--- src/hw/rtl/iar_pkg.sv ---
// Types, constants and the divider step shared by the audio packet receiver.
`default_nettype none

package iar_pkg;

  // Field widths of the packet header, the result word and the registers.
  localparam int unsigned LEN_W      = 16;
  localparam int unsigned WORD_W     = 32;
  localparam int unsigned RING_W     = 21;
  localparam int unsigned OFFSET_W   = 20;
  localparam int unsigned COPY_W     = 10;
  localparam int unsigned REASON_W   = 3;
  localparam int unsigned CFG_IDX_W  = 8;

  // Packet format constants.
  localparam int unsigned MIN_PACKET_LEN  = 20;
  localparam int unsigned PAYLOAD_HDR_LEN = 16;
  localparam int unsigned CAPTURE_HDR_LEN = 4;
  localparam int unsigned RING_LIMIT      = 1048576;

  // Register reset values.
  localparam logic [RING_W-1:0] RING_BYTES_RST  = 21'd65536;
  localparam logic [RING_W-1:0] BLOCK_BYTES_RST = 21'd4096;

  // One divider step per bit of the 32-bit dividend.
  localparam int unsigned DIV_STEPS  = WORD_W;
  localparam int unsigned STEP_W     = $clog2(DIV_STEPS);

  typedef enum logic [REASON_W-1:0] {
    RSN_NONE          = 3'd0,
    RSN_SHORT_PACKET  = 3'd1,
    RSN_BAD_SIGNATURE = 3'd2,
    RSN_BAD_COUNT     = 3'd3,
    RSN_SHORT_PAYLOAD = 3'd4
  } reason_e;

  typedef enum logic [CFG_IDX_W-1:0] {
    CFG_STREAM_ENABLE      = 8'd0,
    CFG_EXPECTED_SIGNATURE = 8'd1,
    CFG_RING_BYTES         = 8'd2,
    CFG_BLOCK_BYTES        = 8'd3
  } cfg_index_e;

  typedef enum logic [1:0] {
    ST_IDLE,
    ST_DIV,
    ST_DONE
  } state_e;

  // One restoring division step: shift in the next dividend bit and subtract
  // the divisor when it fits. Returns the quotient bit above the remainder.
  function automatic logic [RING_W:0] div_step(input logic [RING_W-1:0] rem,
                                               input logic              dbit,
                                               input logic [RING_W-1:0] divisor);
    logic [RING_W:0] shifted;
    logic [RING_W:0] diff;
    logic [RING_W:0] res;
    shifted = {rem, dbit};
    diff    = shifted - {1'b0, divisor};
    if (shifted >= {1'b0, divisor}) begin
      res = {1'b1, diff[RING_W-1:0]};
    end else begin
      res = {1'b0, shifted[RING_W-1:0]};
    end
    return res;
  endfunction

endpackage

`default_nettype wire

--- src/hw/rtl/iso_audio_packet_receiver.sv ---
// Top level of the isochronous audio packet receiver.
`default_nettype none

// The receiver checks the parsed header of one audio packet per word and
// returns one result word for it. Checks run in a fixed order (short packet,
// bad signature, bad sample count, short payload) and the first failure is
// reported. An accepted packet updates the expected running sample total and
// the wrapping gap counter; when streaming is enabled and the ring size is
// nonzero it also advances the 32-bit byte write pointer and reports the ring
// offset and copy size for the DMA engine, plus a block interrupt flag. A
// rejected packet, or one not written to the ring, goes straight to the done
// state and from there into the output register. A packet that is written to
// the ring first passes a bit-serial restoring divider that shifts the old and
// new write pointers through one bit per cycle, reducing the old pointer modulo
// the ring size and both pointers by the block size at once.
// The quotients are never stored; their bits are compared as they appear.
// The receiver takes the next word as soon as a result has moved into the
// output register, even while that result waits for the sink. Configuration
// registers are meant to be written only while no packet is in flight; the
// configuration channel is always ready.
module iso_audio_packet_receiver #(
  parameter int unsigned MAX_SAMPLES = 128
) (
  input  wire                                   clk_i,
  input  wire                                   rst_ni,

  input  wire                                   cfg_valid_i,
  output logic                                  cfg_ready_o,
  input  wire  [iar_pkg::CFG_IDX_W-1:0]         cfg_index_i,
  input  wire  [iar_pkg::WORD_W-1:0]            cfg_data_i,

  input  wire                                   in_valid_i,
  output logic                                  in_stall_o,
  input  wire  [iar_pkg::LEN_W-1:0]             packet_length_i,
  input  wire  [iar_pkg::LEN_W-1:0]             captured_length_i,
  input  wire  [iar_pkg::WORD_W-1:0]            signature_i,
  input  wire  [iar_pkg::WORD_W-1:0]            sample_count_i,
  input  wire  [iar_pkg::WORD_W-1:0]            sample_total_i,

  output logic                                  out_valid_o,
  input  wire                                   out_stall_i,
  output logic                                  accepted_o,
  output logic [iar_pkg::REASON_W-1:0]          reject_reason_o,
  output logic [iar_pkg::OFFSET_W-1:0]          ring_offset_o,
  output logic [iar_pkg::COPY_W-1:0]            copy_bytes_o,
  output logic                                  gap_detected_o,
  output logic [iar_pkg::WORD_W-1:0]            dropped_count_o,
  output logic                                  block_interrupt_o
);

  import iar_pkg::*;

  // Width of a sample count that has passed the range check.
  localparam int unsigned CNT_W  = $clog2(MAX_SAMPLES + 1);
  localparam int unsigned NEED_W = LEN_W + 1;

  // Configuration registers.
  logic                stream_enable_q;
  logic [WORD_W-1:0]   expected_signature_q;
  logic [RING_W-1:0]   ring_bytes_q;
  logic [RING_W-1:0]   block_bytes_q;

  // Architectural state.
  logic [WORD_W-1:0]   expected_total_q;
  logic [WORD_W-1:0]   gap_counter_q;
  logic [WORD_W-1:0]   write_pointer_q;

  // Control.
  state_e              state_q, state_d;
  logic [STEP_W-1:0]   step_q;
  logic                in_accept;
  logic                out_load;

  // Pending result of the packet in flight.
  logic                res_accepted_q;
  reason_e             res_reason_q;
  logic [COPY_W-1:0]   res_copy_q;
  logic                res_gap_q;
  logic [WORD_W-1:0]   res_dropped_q;
  logic                res_write_q;

  // Bit-serial divider.
  logic [WORD_W-1:0]   old_sh_q;
  logic [WORD_W-1:0]   new_sh_q;
  logic [RING_W-1:0]   rem_ring_q;
  logic [RING_W-1:0]   rem_old_q;
  logic [RING_W-1:0]   rem_new_q;
  logic                differ_q;
  logic [RING_W:0]     step_ring;
  logic [RING_W:0]     step_old;
  logic [RING_W:0]     step_new;

  // Header checks, evaluated in the acceptance cycle.
  logic                short_packet;
  logic                bad_count;
  logic [NEED_W-1:0]   payload_need;
  reason_e             reason;
  logic                pkt_ok;
  logic                gap;
  logic                do_write;
  logic [WORD_W-1:0]   copy_bytes32;
  logic [RING_W-1:0]   ring_eff;

  assign cfg_ready_o = 1'b1;
  assign in_accept   = in_valid_i && !in_stall_o;
  assign out_load    = (state_q == ST_DONE) && (!out_valid_o || !out_stall_i);

  // Ring sizes above the limit are clamped to it.
  assign ring_eff = (ring_bytes_q > RING_W'(RING_LIMIT)) ? RING_W'(RING_LIMIT) : ring_bytes_q;

  always_comb begin
    short_packet = (packet_length_i < LEN_W'(MIN_PACKET_LEN)) ||
                   ({1'b0, captured_length_i} <
                    ({1'b0, packet_length_i} + NEED_W'(CAPTURE_HDR_LEN)));
    bad_count    = (sample_count_i == '0) || (sample_count_i > WORD_W'(MAX_SAMPLES));
    // Only consulted once the count is known to be in range, so the low bits suffice.
    payload_need = NEED_W'(PAYLOAD_HDR_LEN) + NEED_W'({sample_count_i[CNT_W-1:0], 2'b00});
    if (short_packet) begin
      reason = RSN_SHORT_PACKET;
    end else if (signature_i != expected_signature_q) begin
      reason = RSN_BAD_SIGNATURE;
    end else if (bad_count) begin
      reason = RSN_BAD_COUNT;
    end else if ({1'b0, packet_length_i} < payload_need) begin
      reason = RSN_SHORT_PAYLOAD;
    end else begin
      reason = RSN_NONE;
    end
    pkt_ok       = (reason == RSN_NONE);
    gap          = pkt_ok && (expected_total_q != '0) && (sample_total_i != expected_total_q);
    do_write     = pkt_ok && stream_enable_q && (ring_bytes_q != '0);
    copy_bytes32 = {sample_count_i[WORD_W-3:0], 2'b00};
  end

  // One restoring step for each of the three divisions.
  always_comb begin
    step_ring = div_step(rem_ring_q, old_sh_q[WORD_W-1], ring_eff);
    step_old  = div_step(rem_old_q, old_sh_q[WORD_W-1], block_bytes_q);
    step_new  = div_step(rem_new_q, new_sh_q[WORD_W-1], block_bytes_q);
  end

  always_ff @(posedge clk_i or negedge rst_ni) begin
    if (!rst_ni) begin
      state_q <= ST_IDLE;
    end else begin
      state_q <= state_d;
    end
  end

  always_comb begin
    state_d    = state_q;
    in_stall_o = 1'b1;
    unique case (state_q)
      ST_IDLE: begin
        in_stall_o = 1'b0;
        if (in_valid_i) begin
          state_d = do_write ? ST_DIV : ST_DONE;
        end
      end
      ST_DIV: begin
        if (step_q == STEP_W'(DIV_STEPS - 1)) begin
          state_d = ST_DONE;
        end
      end
      ST_DONE: begin
        if (out_load) begin
          state_d = ST_IDLE;
        end
      end
      default: begin
        state_d = ST_IDLE;
      end
    endcase
  end

  // Configuration writes; indexes beyond the list are ignored.
  always_ff @(posedge clk_i or negedge rst_ni) begin
    if (!rst_ni) begin
      stream_enable_q      <= 1'b0;
      expected_signature_q <= '0;
      ring_bytes_q         <= RING_BYTES_RST;
      block_bytes_q        <= BLOCK_BYTES_RST;
    end else if (cfg_valid_i && cfg_ready_o) begin
      unique case (cfg_index_i)
        CFG_STREAM_ENABLE:      stream_enable_q      <= cfg_data_i[0];
        CFG_EXPECTED_SIGNATURE: expected_signature_q <= cfg_data_i;
        CFG_RING_BYTES:         ring_bytes_q         <= cfg_data_i[RING_W-1:0];
        CFG_BLOCK_BYTES:        block_bytes_q        <= cfg_data_i[RING_W-1:0];
        default: begin
        end
      endcase
    end
  end

  // Stream state follows each accepted packet.
  always_ff @(posedge clk_i or negedge rst_ni) begin
    if (!rst_ni) begin
      expected_total_q <= '0;
      gap_counter_q    <= '0;
      write_pointer_q  <= '0;
      step_q           <= '0;
    end else begin
      if (in_accept && pkt_ok) begin
        expected_total_q <= sample_total_i + sample_count_i;
        if (gap) begin
          gap_counter_q <= gap_counter_q + 1'b1;
        end
        if (do_write) begin
          write_pointer_q <= write_pointer_q + copy_bytes32;
        end
      end
      if (state_q == ST_DIV) begin
        step_q <= step_q + 1'b1;
      end else begin
        step_q <= '0;
      end
    end
  end

  // Pending result and divider datapath.
  always_ff @(posedge clk_i) begin
    if (in_accept) begin
      res_accepted_q <= pkt_ok;
      res_reason_q   <= reason;
      res_copy_q     <= do_write ? copy_bytes32[COPY_W-1:0] : '0;
      res_gap_q      <= gap;
      res_dropped_q  <= gap ? gap_counter_q + 1'b1 : gap_counter_q;
      res_write_q    <= do_write;
      old_sh_q       <= write_pointer_q;
      new_sh_q       <= write_pointer_q + copy_bytes32;
      rem_ring_q     <= '0;
      rem_old_q      <= '0;
      rem_new_q      <= '0;
      differ_q       <= 1'b0;
    end else if (state_q == ST_DIV) begin
      old_sh_q   <= {old_sh_q[WORD_W-2:0], 1'b0};
      new_sh_q   <= {new_sh_q[WORD_W-2:0], 1'b0};
      rem_ring_q <= step_ring[RING_W-1:0];
      rem_old_q  <= step_old[RING_W-1:0];
      rem_new_q  <= step_new[RING_W-1:0];
      differ_q   <= differ_q || (step_old[RING_W] != step_new[RING_W]);
    end
  end

  // Output register.
  always_ff @(posedge clk_i or negedge rst_ni) begin
    if (!rst_ni) begin
      out_valid_o <= 1'b0;
    end else if (out_load) begin
      out_valid_o <= 1'b1;
    end else if (!out_stall_i) begin
      out_valid_o <= 1'b0;
    end
  end

  always_ff @(posedge clk_i) begin
    if (out_load) begin
      accepted_o        <= res_accepted_q;
      reject_reason_o   <= res_reason_q;
      ring_offset_o     <= res_write_q ? rem_ring_q[OFFSET_W-1:0] : '0;
      copy_bytes_o      <= res_copy_q;
      gap_detected_o    <= res_gap_q;
      dropped_count_o   <= res_dropped_q;
      // A zero block size raises the interrupt on every written packet.
      block_interrupt_o <= res_write_q && ((block_bytes_q == '0) || differ_q);
    end
  end

  // A new result shows up only after the result stage handed it over.
  a_out_from_done: assert property (@(posedge clk_i) disable iff (!rst_ni)
    $rose(out_valid_o) |-> $past(state_q == ST_DONE))
    else $error("result appeared without a finished packet");

  // The divider always finishes after its fixed number of steps.
  a_div_ends: assert property (@(posedge clk_i) disable iff (!rst_ni)
    (state_q == ST_DIV && step_q == STEP_W'(DIV_STEPS - 1)) |=> (state_q == ST_DONE))
    else $error("divider overran its step count");

  // A rejected packet carries no copy, offset, interrupt or gap flag.
  a_reject_clean: assert property (@(posedge clk_i) disable iff (!rst_ni)
    (out_valid_o && !accepted_o) |->
      (copy_bytes_o == '0 && ring_offset_o == '0 && !block_interrupt_o && !gap_detected_o))
    else $error("rejected packet reports copy side effects");

  // The accepted flag agrees with the reject reason.
  a_reason_match: assert property (@(posedge clk_i) disable iff (!rst_ni)
    out_valid_o |-> (accepted_o == (reject_reason_o == RSN_NONE)))
    else $error("accepted flag and reject reason disagree");

endmodule

`default_nettype wire

--- config.mk ---
export PLATFORM = sky130hd
export DESIGN_NAME = iso_audio_packet_receiver
export DESIGN_NICKNAME = d
export VERILOG_FILES = /design/src/hw/rtl/iar_pkg.sv /design/src/hw/rtl/iso_audio_packet_receiver.sv
export SDC_FILE = /design/constraint.sdc
export NUM_CORES = 1
export LEC_CHECK = 0
export BUFFER_PORTS_ARGS = -buffer_cell sky130_fd_sc_hd__buf_2
export CAP_MARGIN = 20
export CORE_MARGIN = 5
export CORE_UTILIZATION = 51
export CTS_CLUSTER_DIAMETER = 30
export CTS_CLUSTER_SIZE = 20
export DETAILED_ROUTE_END_ITERATION = 10
export HOLD_SLACK_MARGIN = 0.03
export PLACE_DENSITY_LB_ADDON = 0.25
export SLEW_MARGIN = 20
export SYNTH_ARGS = -nofsm -noshare
export SYNTH_HDL_FRONTEND = slang
export SYNTH_SLANG_ARGS = --single-unit
--- constraint.sdc ---
create_clock -name clk_i -period 5.2 [get_ports clk_i]
set_input_delay 0.52 -clock clk_i [delete_from_list [all_inputs] [get_ports clk_i]]
set_output_delay 0.52 -clock clk_i [all_outputs]
set_load 0.02 [all_outputs]
==> impl_metrics.py, run 1 <==
metrics = {
    "power_and_ir_drop": {
        "ir_drop_v": 0.0002678,
        "power_density_nw_per_um2": 393.7,
        "power.leakage_uw": 0.01299,
    },
    "detailed_routing": {
        "vias": 18250,
        "post-route-drc-count": 0,
        "post_drt_wl_per_cell_um": 17.94,
        "first_pass_iters": 5,
        "drt_iter0_drc": 966,
        "wl_um": 58750,
        "viasPerCell": 5.575,
        "ant_nets": 0,
    },
    "timing": {
        "rsz0062_at_grt": "no",
        "timing.hold.ws_ps": 146.0,
        "finalHoldViolCount": 0,
        "worst_pin_slew_ps": 1086,
        "final.setup_skew_ps": 27.95,
        "fmax_mhz": 241.7,
        "setup_viol": 0,
        "fin_crit_ps": 4138,
        "setup_tns_ps": 0,
        "slew_headroom_pct": 27.41,
        "min_period_over_period_pct": 79.57,
        "slew_viol_final": 0,
    },
    "global_routing": {
        "grt_overflow": 0,
        "grt_pass1_wl_um": 94500,
        "grtUsageTotal_pct": 22.84,
        "grt_max_degree": 100,
        "grt_pass1_vias": 18850,
        "grt_antenna_before_repair": 0,
    },
    "floorplanning": {
        "die_x_um": 225.4,
        "row_count": 79,
        "start_util_pct": 51.17,
        "dieArea_sq_um": 50820,
        "ios": 244,
        "die_h_um": 225.4,
        "core_area_sq_um": 46260,
    },
    "finish": {
        "fin_nets": 2918,
        "areaGrowthSynthToFinish_pct": 21.27,
        "antennaDiodeCount": 0,
        "final_util_pct": 62.05,
        "drive_gt1_share_pct": 20.47,
        "num-fill-cells": 3740,
    },
    "yosys": {
        "yosys-top-cells-count": "316 x nand2_1, 175 x dfrtp_1, 172 x edfxtp_1",
        "syn_inst": 2309,
        "muxShareOfSynthArea_pct": 5.799,
        "synth_seq_cells": 413,
        "synth_top_cell_by_area": "edfxtp_1",
        "synth_top_area_share_pct": 21.82,
        "synth_area_leaders": "edfxtp_1 22%, dfrtp_1 19%, ha_1 8.1%",
        "synth_compound_area_share_pct": 12.84,
        "synth_simple_gate_area_share_pct": 14.69,
        "yosysSeqAreaShare_pct": 45.96,
        "synth_area_sq_um": 23670,
        "syn_avg_cell_area_sq_um": 10.25,
        "synth-warning-count": 0,
        "synth_cell_types": 83,
        "async_flop_share_pct": 42.86,
        "synthMostInstantiatedCell": "nand2_1",
        "synth_xor_xnor_area_share_pct": 9.435,
        "synth_top_family_by_area": "simple AND/OR/NAND/NOR gates",
        "synth_ff_type": "dfrtp_1",
        "synthAdderAreaFrac_pct": 8.510,
        "synth_edf_count": 172,
    },
    "placement": {
        "dpl.hpwl_um": 42600,
        "gp_congestion": 0.9805,
        "io_buffers": 240,
    },
    "clock_tree": {
        "clock-sinks": 413,
        "postCtsSetupBuffers": 0,
        "hold_buffers": 1,
        "clk_latency_ps": 620,
        "htreeDepth": 3,
        "cts_made_buffers": 94,
        "ctsResizeCount": 0,
        "clk_path_buf_depth": 3,
        "cts_tree": "yes",
        "cts_root_buf": "clkbuf_16",
        "clk_pin_slew_worst_paths_ps": 50,
    },
    "critical_path": {
        "worstSetupStartpointType": "flop",
        "path_common_cell": "nand2_1",
        "path_class": "reg -> reg",
        "critPathArrivalTime_ps": 4590,
        "worst_ep_required_time_ps": 5650,
        "end_kind": "flop",
        "slowest_stage": "a21oi_2",
        "slowest_delay_ps": 680,
        "crit_fanout": 17,
        "worstPathCellList": "nor4_1 > and3_1 > nand3_1 > nand2_1 > nand2_1 > ha_1 > and4_1 > and2_1 > nand2_1 > a21oi_1 > nor2_1 > a21oi_2 > buf_4 > mux2i_1 > o21ai_0",
    },
    "run_status": {
        "run_status": "complete, no violations",
    },
    "min_path": {
        "worstHoldPathType": "in -> reg",
    },
    "job": {
        "drv_cap": 0,
    },
}
-- final timing paths --
check                                        startpoint                                   end  slack, ps  cells past startpoint
max                        ring_bytes_q[14]$_DFFE_PN0P_           rem_ring_q[19]$_SDFFE_PP0P_       1060                     15
min                                      cfg_data_i[31]  expected_signature_q[31]$_DFFE_PN0P_        150                      2
max reg2reg                ring_bytes_q[14]$_DFFE_PN0P_           rem_ring_q[19]$_SDFFE_PP0P_       1060                     15
min reg2reg                 res_dropped_q[23]$_DFFE_PP_         dropped_count_o[23]$_DFFE_PP_        400                      0
max in group asynchronous                        rst_ni       write_pointer_q[26]$_DFFE_PN0P_       3440                      3
min in group asynchronous                        rst_ni       expected_total_q[2]$_DFFE_PN0P_        570                      2
-- sequential cells by signal, summed over array words and instances, names as in the netlist, 5 cells and up --
name / cells
rem_ring_q: 21
block_bytes_q: 21
step_q: 5
expected_signature_q: 32
rem_old_q: 21
dropped_count_o: 32
old_sh_q: 30
new_sh_q: 30
copy_bytes_o: 8
expected_total_q: 32
rem_new_q: 21
res_dropped_q: 32
res_copy_q: 8
gap_counter_q: 32
ring_offset_o: 20
ring_bytes_q: 21
write_pointer_q: 30
-- per-stage QoR --
| stage | power, uW | setup WS (ps) | std cells | instance area (sq um) |
|---|---|---|---|---|
| after floorplan | 4944 | 880.6 | 2310 | 23670 |
| after global placement | 5387 | 720.0 | 3097 | 25450 |
| after detailed placement | 5427 | 593.0 | 3097 | 25450 |
| after CTS | 11390 | 1123 | 3274 | 28710 |
| after global routing | 11740 | 744.3 | 3274 | 28710 |
| final | 11300 | 1062 | 3274 | 28710 |
-- layout make-up --
type | count | area, sq um | area share (%)
multi-input combinational | 1746 | 12190 | 42.45
sequential | 413 | 10880 | 37.90
clock inverter | 66 | 735.7 | 2.563
timing repair buffer | 262 | 1378 | 4.799
inverter | 70 | 264.0 | 0.9197
clock buffer | 110 | 2505 | 8.726
tap | 607 | 759.5 | 2.646
-- cells in the final DEF (no fill, tap or decap), types with 15 or more instances in the layout --
cell       count
nor4_1        40
o21a_1        18
o21ai_0      165
nor2_1        65
nand2_1      315
nand3_1       73
xnor2_1      158
ha_1         153
xor2_1        97
a21o_1        63
buf_2        239
a21oi_1       91
o21ai_1       38
nor2b_1       15
nor3_1        22
dfxtp_1       64
nand4_1       43
mux2i_1       49
dfrtp_1      175
and3_1        34
clkinv_2      15
inv_1         67
clkbuf_16     96
edfxtp_1     172
and2_1        38
mux2_2        77
buf_4         21
nand2b_1      19
-- metal layers --
metal / up-vias / wire length (um) / track usage [%]
met2: 466 / 29290 / 39.70
met5: - / 0 / 0
met3: 148 / 2771 / 3.882
met4: 0 / 2030 / 9.352
met1: 8716 / 24660 / 28.32
li1: 8924 / - / -
-- logic make-up after synthesis --
kind of cell | count (synthesis)
fa+ha+maj | 158
buf+inv | 151
compound gates | 489
mux | 127
other cells | 2
simple gates | 714
flops | 413
xor+xnor | 255
-- critical path: cells and delay by family, from the launching register on --
kind            cells  cell delay (ps)
compound gates      3             1000
fa+ha+maj           1              380
buf+inv             1              370
flops               1              400
mux                 1              240
simple gates        9             1580
-- report_power, final --
group	total [uW]	switching (uW)	internal, uW
Sequential	3720	72.8	3650
Combinational	1650	1010	650
Clock	5920	1920	4010
(Power assumes the default switching activity.)
==> run 2: changes to the inputs <==
- ABC_AREA: not set -> 1
- clock period: 5.2 -> 4.3 ns (I/O delays scaled with it)
==> run 2 against run 1 <==
- synthesized cell count grew 51%
- clock power grew 25%
- via count grew 33%
- utilization shrank 0.21 points
- wire length grew 33%
- largest power group unchanged
==> impl_metrics.py, run 2 <==
metrics = {
    "yosys": {
        "yosys-top-cells-count": "1139 x nand2_1, 381 x inv_1, 289 x nor2_1",
        "synth_edf_count": 172,
        "syn_inst": 3487,
        "yosysSeqAreaShare_pct": 41.49,
        "synth_area_leaders": "edfxtp_1 20%, dfrtp_1 17%, nand2_1 16%",
        "synth_cell_types": 57,
        "synth_ff_type": "dfrtp_1",
        "synth_seq_cells": 413,
        "synthMostInstantiatedCell": "nand2_1",
        "synth-warning-count": 0,
        "synth_top_cell_by_area": "edfxtp_1",
        "async_flop_share_pct": 42.86,
        "synth_area_sq_um": 26220,
        "syn_avg_cell_area_sq_um": 7.519,
        "synth_top_area_share_pct": 19.70,
    },
    "global_routing": {
        "grt_overflow": 0,
        "grtUsageTotal_pct": 27.32,
        "met1_usage_pct": 36.09,
        "busiest_layer": "met2",
        "grt_antenna_before_repair": 16,
        "grt_pass1_wl_um": 123200,
        "met3_usage_pct": 5.521,
        "grt_max_degree": 91,
        "grt_util_met2_pct": 43.97,
        "grt_pass1_vias": 23210,
    },
    "timing": {
        "final.setup_skew_ps": 29.61,
        "rsz0062_at_grt": "no",
        "slew_headroom_pct": 35.35,
        "setup_tns_ps": 0,
        "finalHoldViolCount": 0,
        "slew_viol_final": 0,
        "min_period_over_period_pct": 87.11,
        "setup_viol": 0,
        "timing.hold.ws_ps": 62.85,
        "fmax_mhz": 267.0,
        "worst_pin_slew_ps": 968.4,
        "fin_crit_ps": 3746,
    },
    "finish": {
        "areaGrowthSynthToFinish_pct": 20.51,
        "fin_nets": 4103,
        "drive_gt1_share_pct": 12.66,
        "mostFrequentLayoutCells": "1136 x nand2_1, 380 x inv_1, 287 x nor2_1",
        "final_common_cell": "nand2_1",
        "fin_cells": 4545,
    },
    "power_and_ir_drop": {
        "combPwrFrac_pct": 21.6,
        "power.total_uw": 15810,
        "power_density_nw_per_um2": 500.4,
        "p_sw_uw": 5051,
        "power_switching_share_pct": 31.94,
        "seqPwrFrac_pct": 31.7,
        "ir_drop_v": 0.0004270,
        "clkPwrFrac_pct": 46.7,
        "p_int_uw": 10760,
        "power.leakage_uw": 0.01557,
    },
    "clock_tree": {
        "postCtsSetupBuffers": 0,
        "htreeDepth": 3,
        "cts_made_buffers": 97,
        "hold_buffers": 7,
        "cts_root_buf": "clkbuf_16",
        "clk_pin_slew_worst_paths_ps": 50,
        "clk_latency_ps": 630,
        "ctsResizeCount": 0,
        "clock-sinks": 413,
        "cts_tree": "yes",
        "clk_path_buf_depth": 3,
    },
    "floorplanning": {
        "dieArea_sq_um": 56050,
        "die_x_um": 236.7,
        "core_area_sq_um": 51090,
        "row_count": 83,
        "die_h_um": 236.7,
        "start_util_pct": 51.32,
        "ios": 244,
    },
    "critical_path": {
        "worstSetupStartpointType": "flop",
        "crit_fanout": 23,
        "path_class": "reg -> reg",
        "slowest_stage": "nand2_1",
        "worst_ep_required_time_ps": 4810,
        "path_common_cell": "nand2_1",
        "end_kind": "flop",
        "worstPathCellList": "nor4_1 > and2_1 > nand3_1 > nand2_1 > nand2_1 > ha_1 > a21oi_1 > o21ai_0 > a21oi_1 > inv_1 > nand3_1 > nand4_1 > buf_4 > o211ai_1 > nand2_1",
        "critPathArrivalTime_ps": 4250,
        "path_delay_family": "simple AND/OR/NAND/NOR gates",
        "critPathBufInv": 2,
        "slowest_delay_ps": 450,
    },
    "placement": {
        "placedCellCount": 4345,
        "gp_congestion": 0.9846,
        "dpl.hpwl_um": 57950,
        "io_buffers": 240,
    },
    "detailed_routing": {
        "post_drt_wl_per_cell_um": 17.17,
        "wl_um": 78020,
        "post-route-drc-count": 0,
        "viasPerCell": 5.343,
        "ant_nets": 0,
        "first_pass_iters": 6,
        "drt_iter0_drc": 1788,
        "vias": 24290,
    },
    "job": {
        "drv_cap": 0,
    },
    "min_path": {
        "worstHoldPathType": "in -> reg",
    },
    "run_status": {
        "run_status": "complete, no violations",
    },
}
-- run 2: final timing paths --
| kind | start | end | cells after the start | slack [ps] |
|---|---|---|---|---|
| max | ring_bytes_q[1]$_DFFE_PN0P_ | rem_ring_q[2]$_SDFFE_PP0P_ | 15 | 550 |
| min | cfg_data_i[29] | expected_signature_q[29]$_DFFE_PN0P_ | 3 | 60 |
| max reg2reg | ring_bytes_q[1]$_DFFE_PN0P_ | rem_ring_q[2]$_SDFFE_PP0P_ | 15 | 550 |
| min reg2reg | res_dropped_q[12]$_DFFE_PP_ | dropped_count_o[12]$_DFFE_PP_ | 0 | 410 |
| max in group asynchronous | rst_ni | block_bytes_q[13]$_DFFE_PN0P_ | 3 | 2910 |
| min in group asynchronous | rst_ni | write_pointer_q[27]$_DFFE_PN0P_ | 2 | 250 |
-- run 2: routing by layer --
layer,routed length (um),share of wire (%),up-vias
met1,33110,42,11260
met2,36220,46,754
li1,-,-,12060
met3,5217,6.7,195
met5,116,0.15,-
met4,3351,4.3,16
-- run 2: tightest hold or removal path: cells and delay by family --
family / cells / cell delay (ps)
simple gates: 1 / 30
buf+inv: 1 / 80
compound gates: 1 / 110
-- run 2: through the flow --
stage                     cell area [sq um]  worst slack (ps)  utilization [%]
after floorplan                       26220             73.43                -
after global placement                28120             467.1            55.04
after detailed placement              28120             314.3            55.04
after CTS                             31540             568.6            61.74
after global routing                  31590             157.3            61.82
final                                 31600             554.4            61.84
-- run 2: kinds of logic (layout without fill, tap and decap cells) --
group                      count (synthesis)  count (layout)  synth area share, %
AOI/OAI and AO/OA                        555             555                11.56
adders and majority gates                158             158                7.683
buffers and inverters                    470             838                7.000
DFF                                      413             413                41.49
and+or+nand+nor                         1736            1736                27.08
muxes                                      5               5               0.2147
xor gates and xnor gates                 148             148                4.944
other                                      2              12              0.02864
-- run 2: area by class of cell --
type,instances,area (sq um)
antenna,9,22.52
clock buffer,113,2600
clock inverter,70,752.0
fill,4652,19490
inverter,389,1464
multi-input combinational,2605,13540
sequential,413,10880
tap,680,850.8
timing repair buffer,266,1493
-- run 2: power groups by stage --
stage / sequential, uW / combinational [uW] / clock (uW)
2_1_floorplan: 5280 / 2070 / 0
3_3_place_gp: 5070 / 3330 / 0
3_5_place_dp: 5080 / 3360 / 0
4_1_cts: 5020 / 3390 / 7480
5_1_grt: 5050 / 3800 / 7710
6_report: 5010 / 3420 / 7380
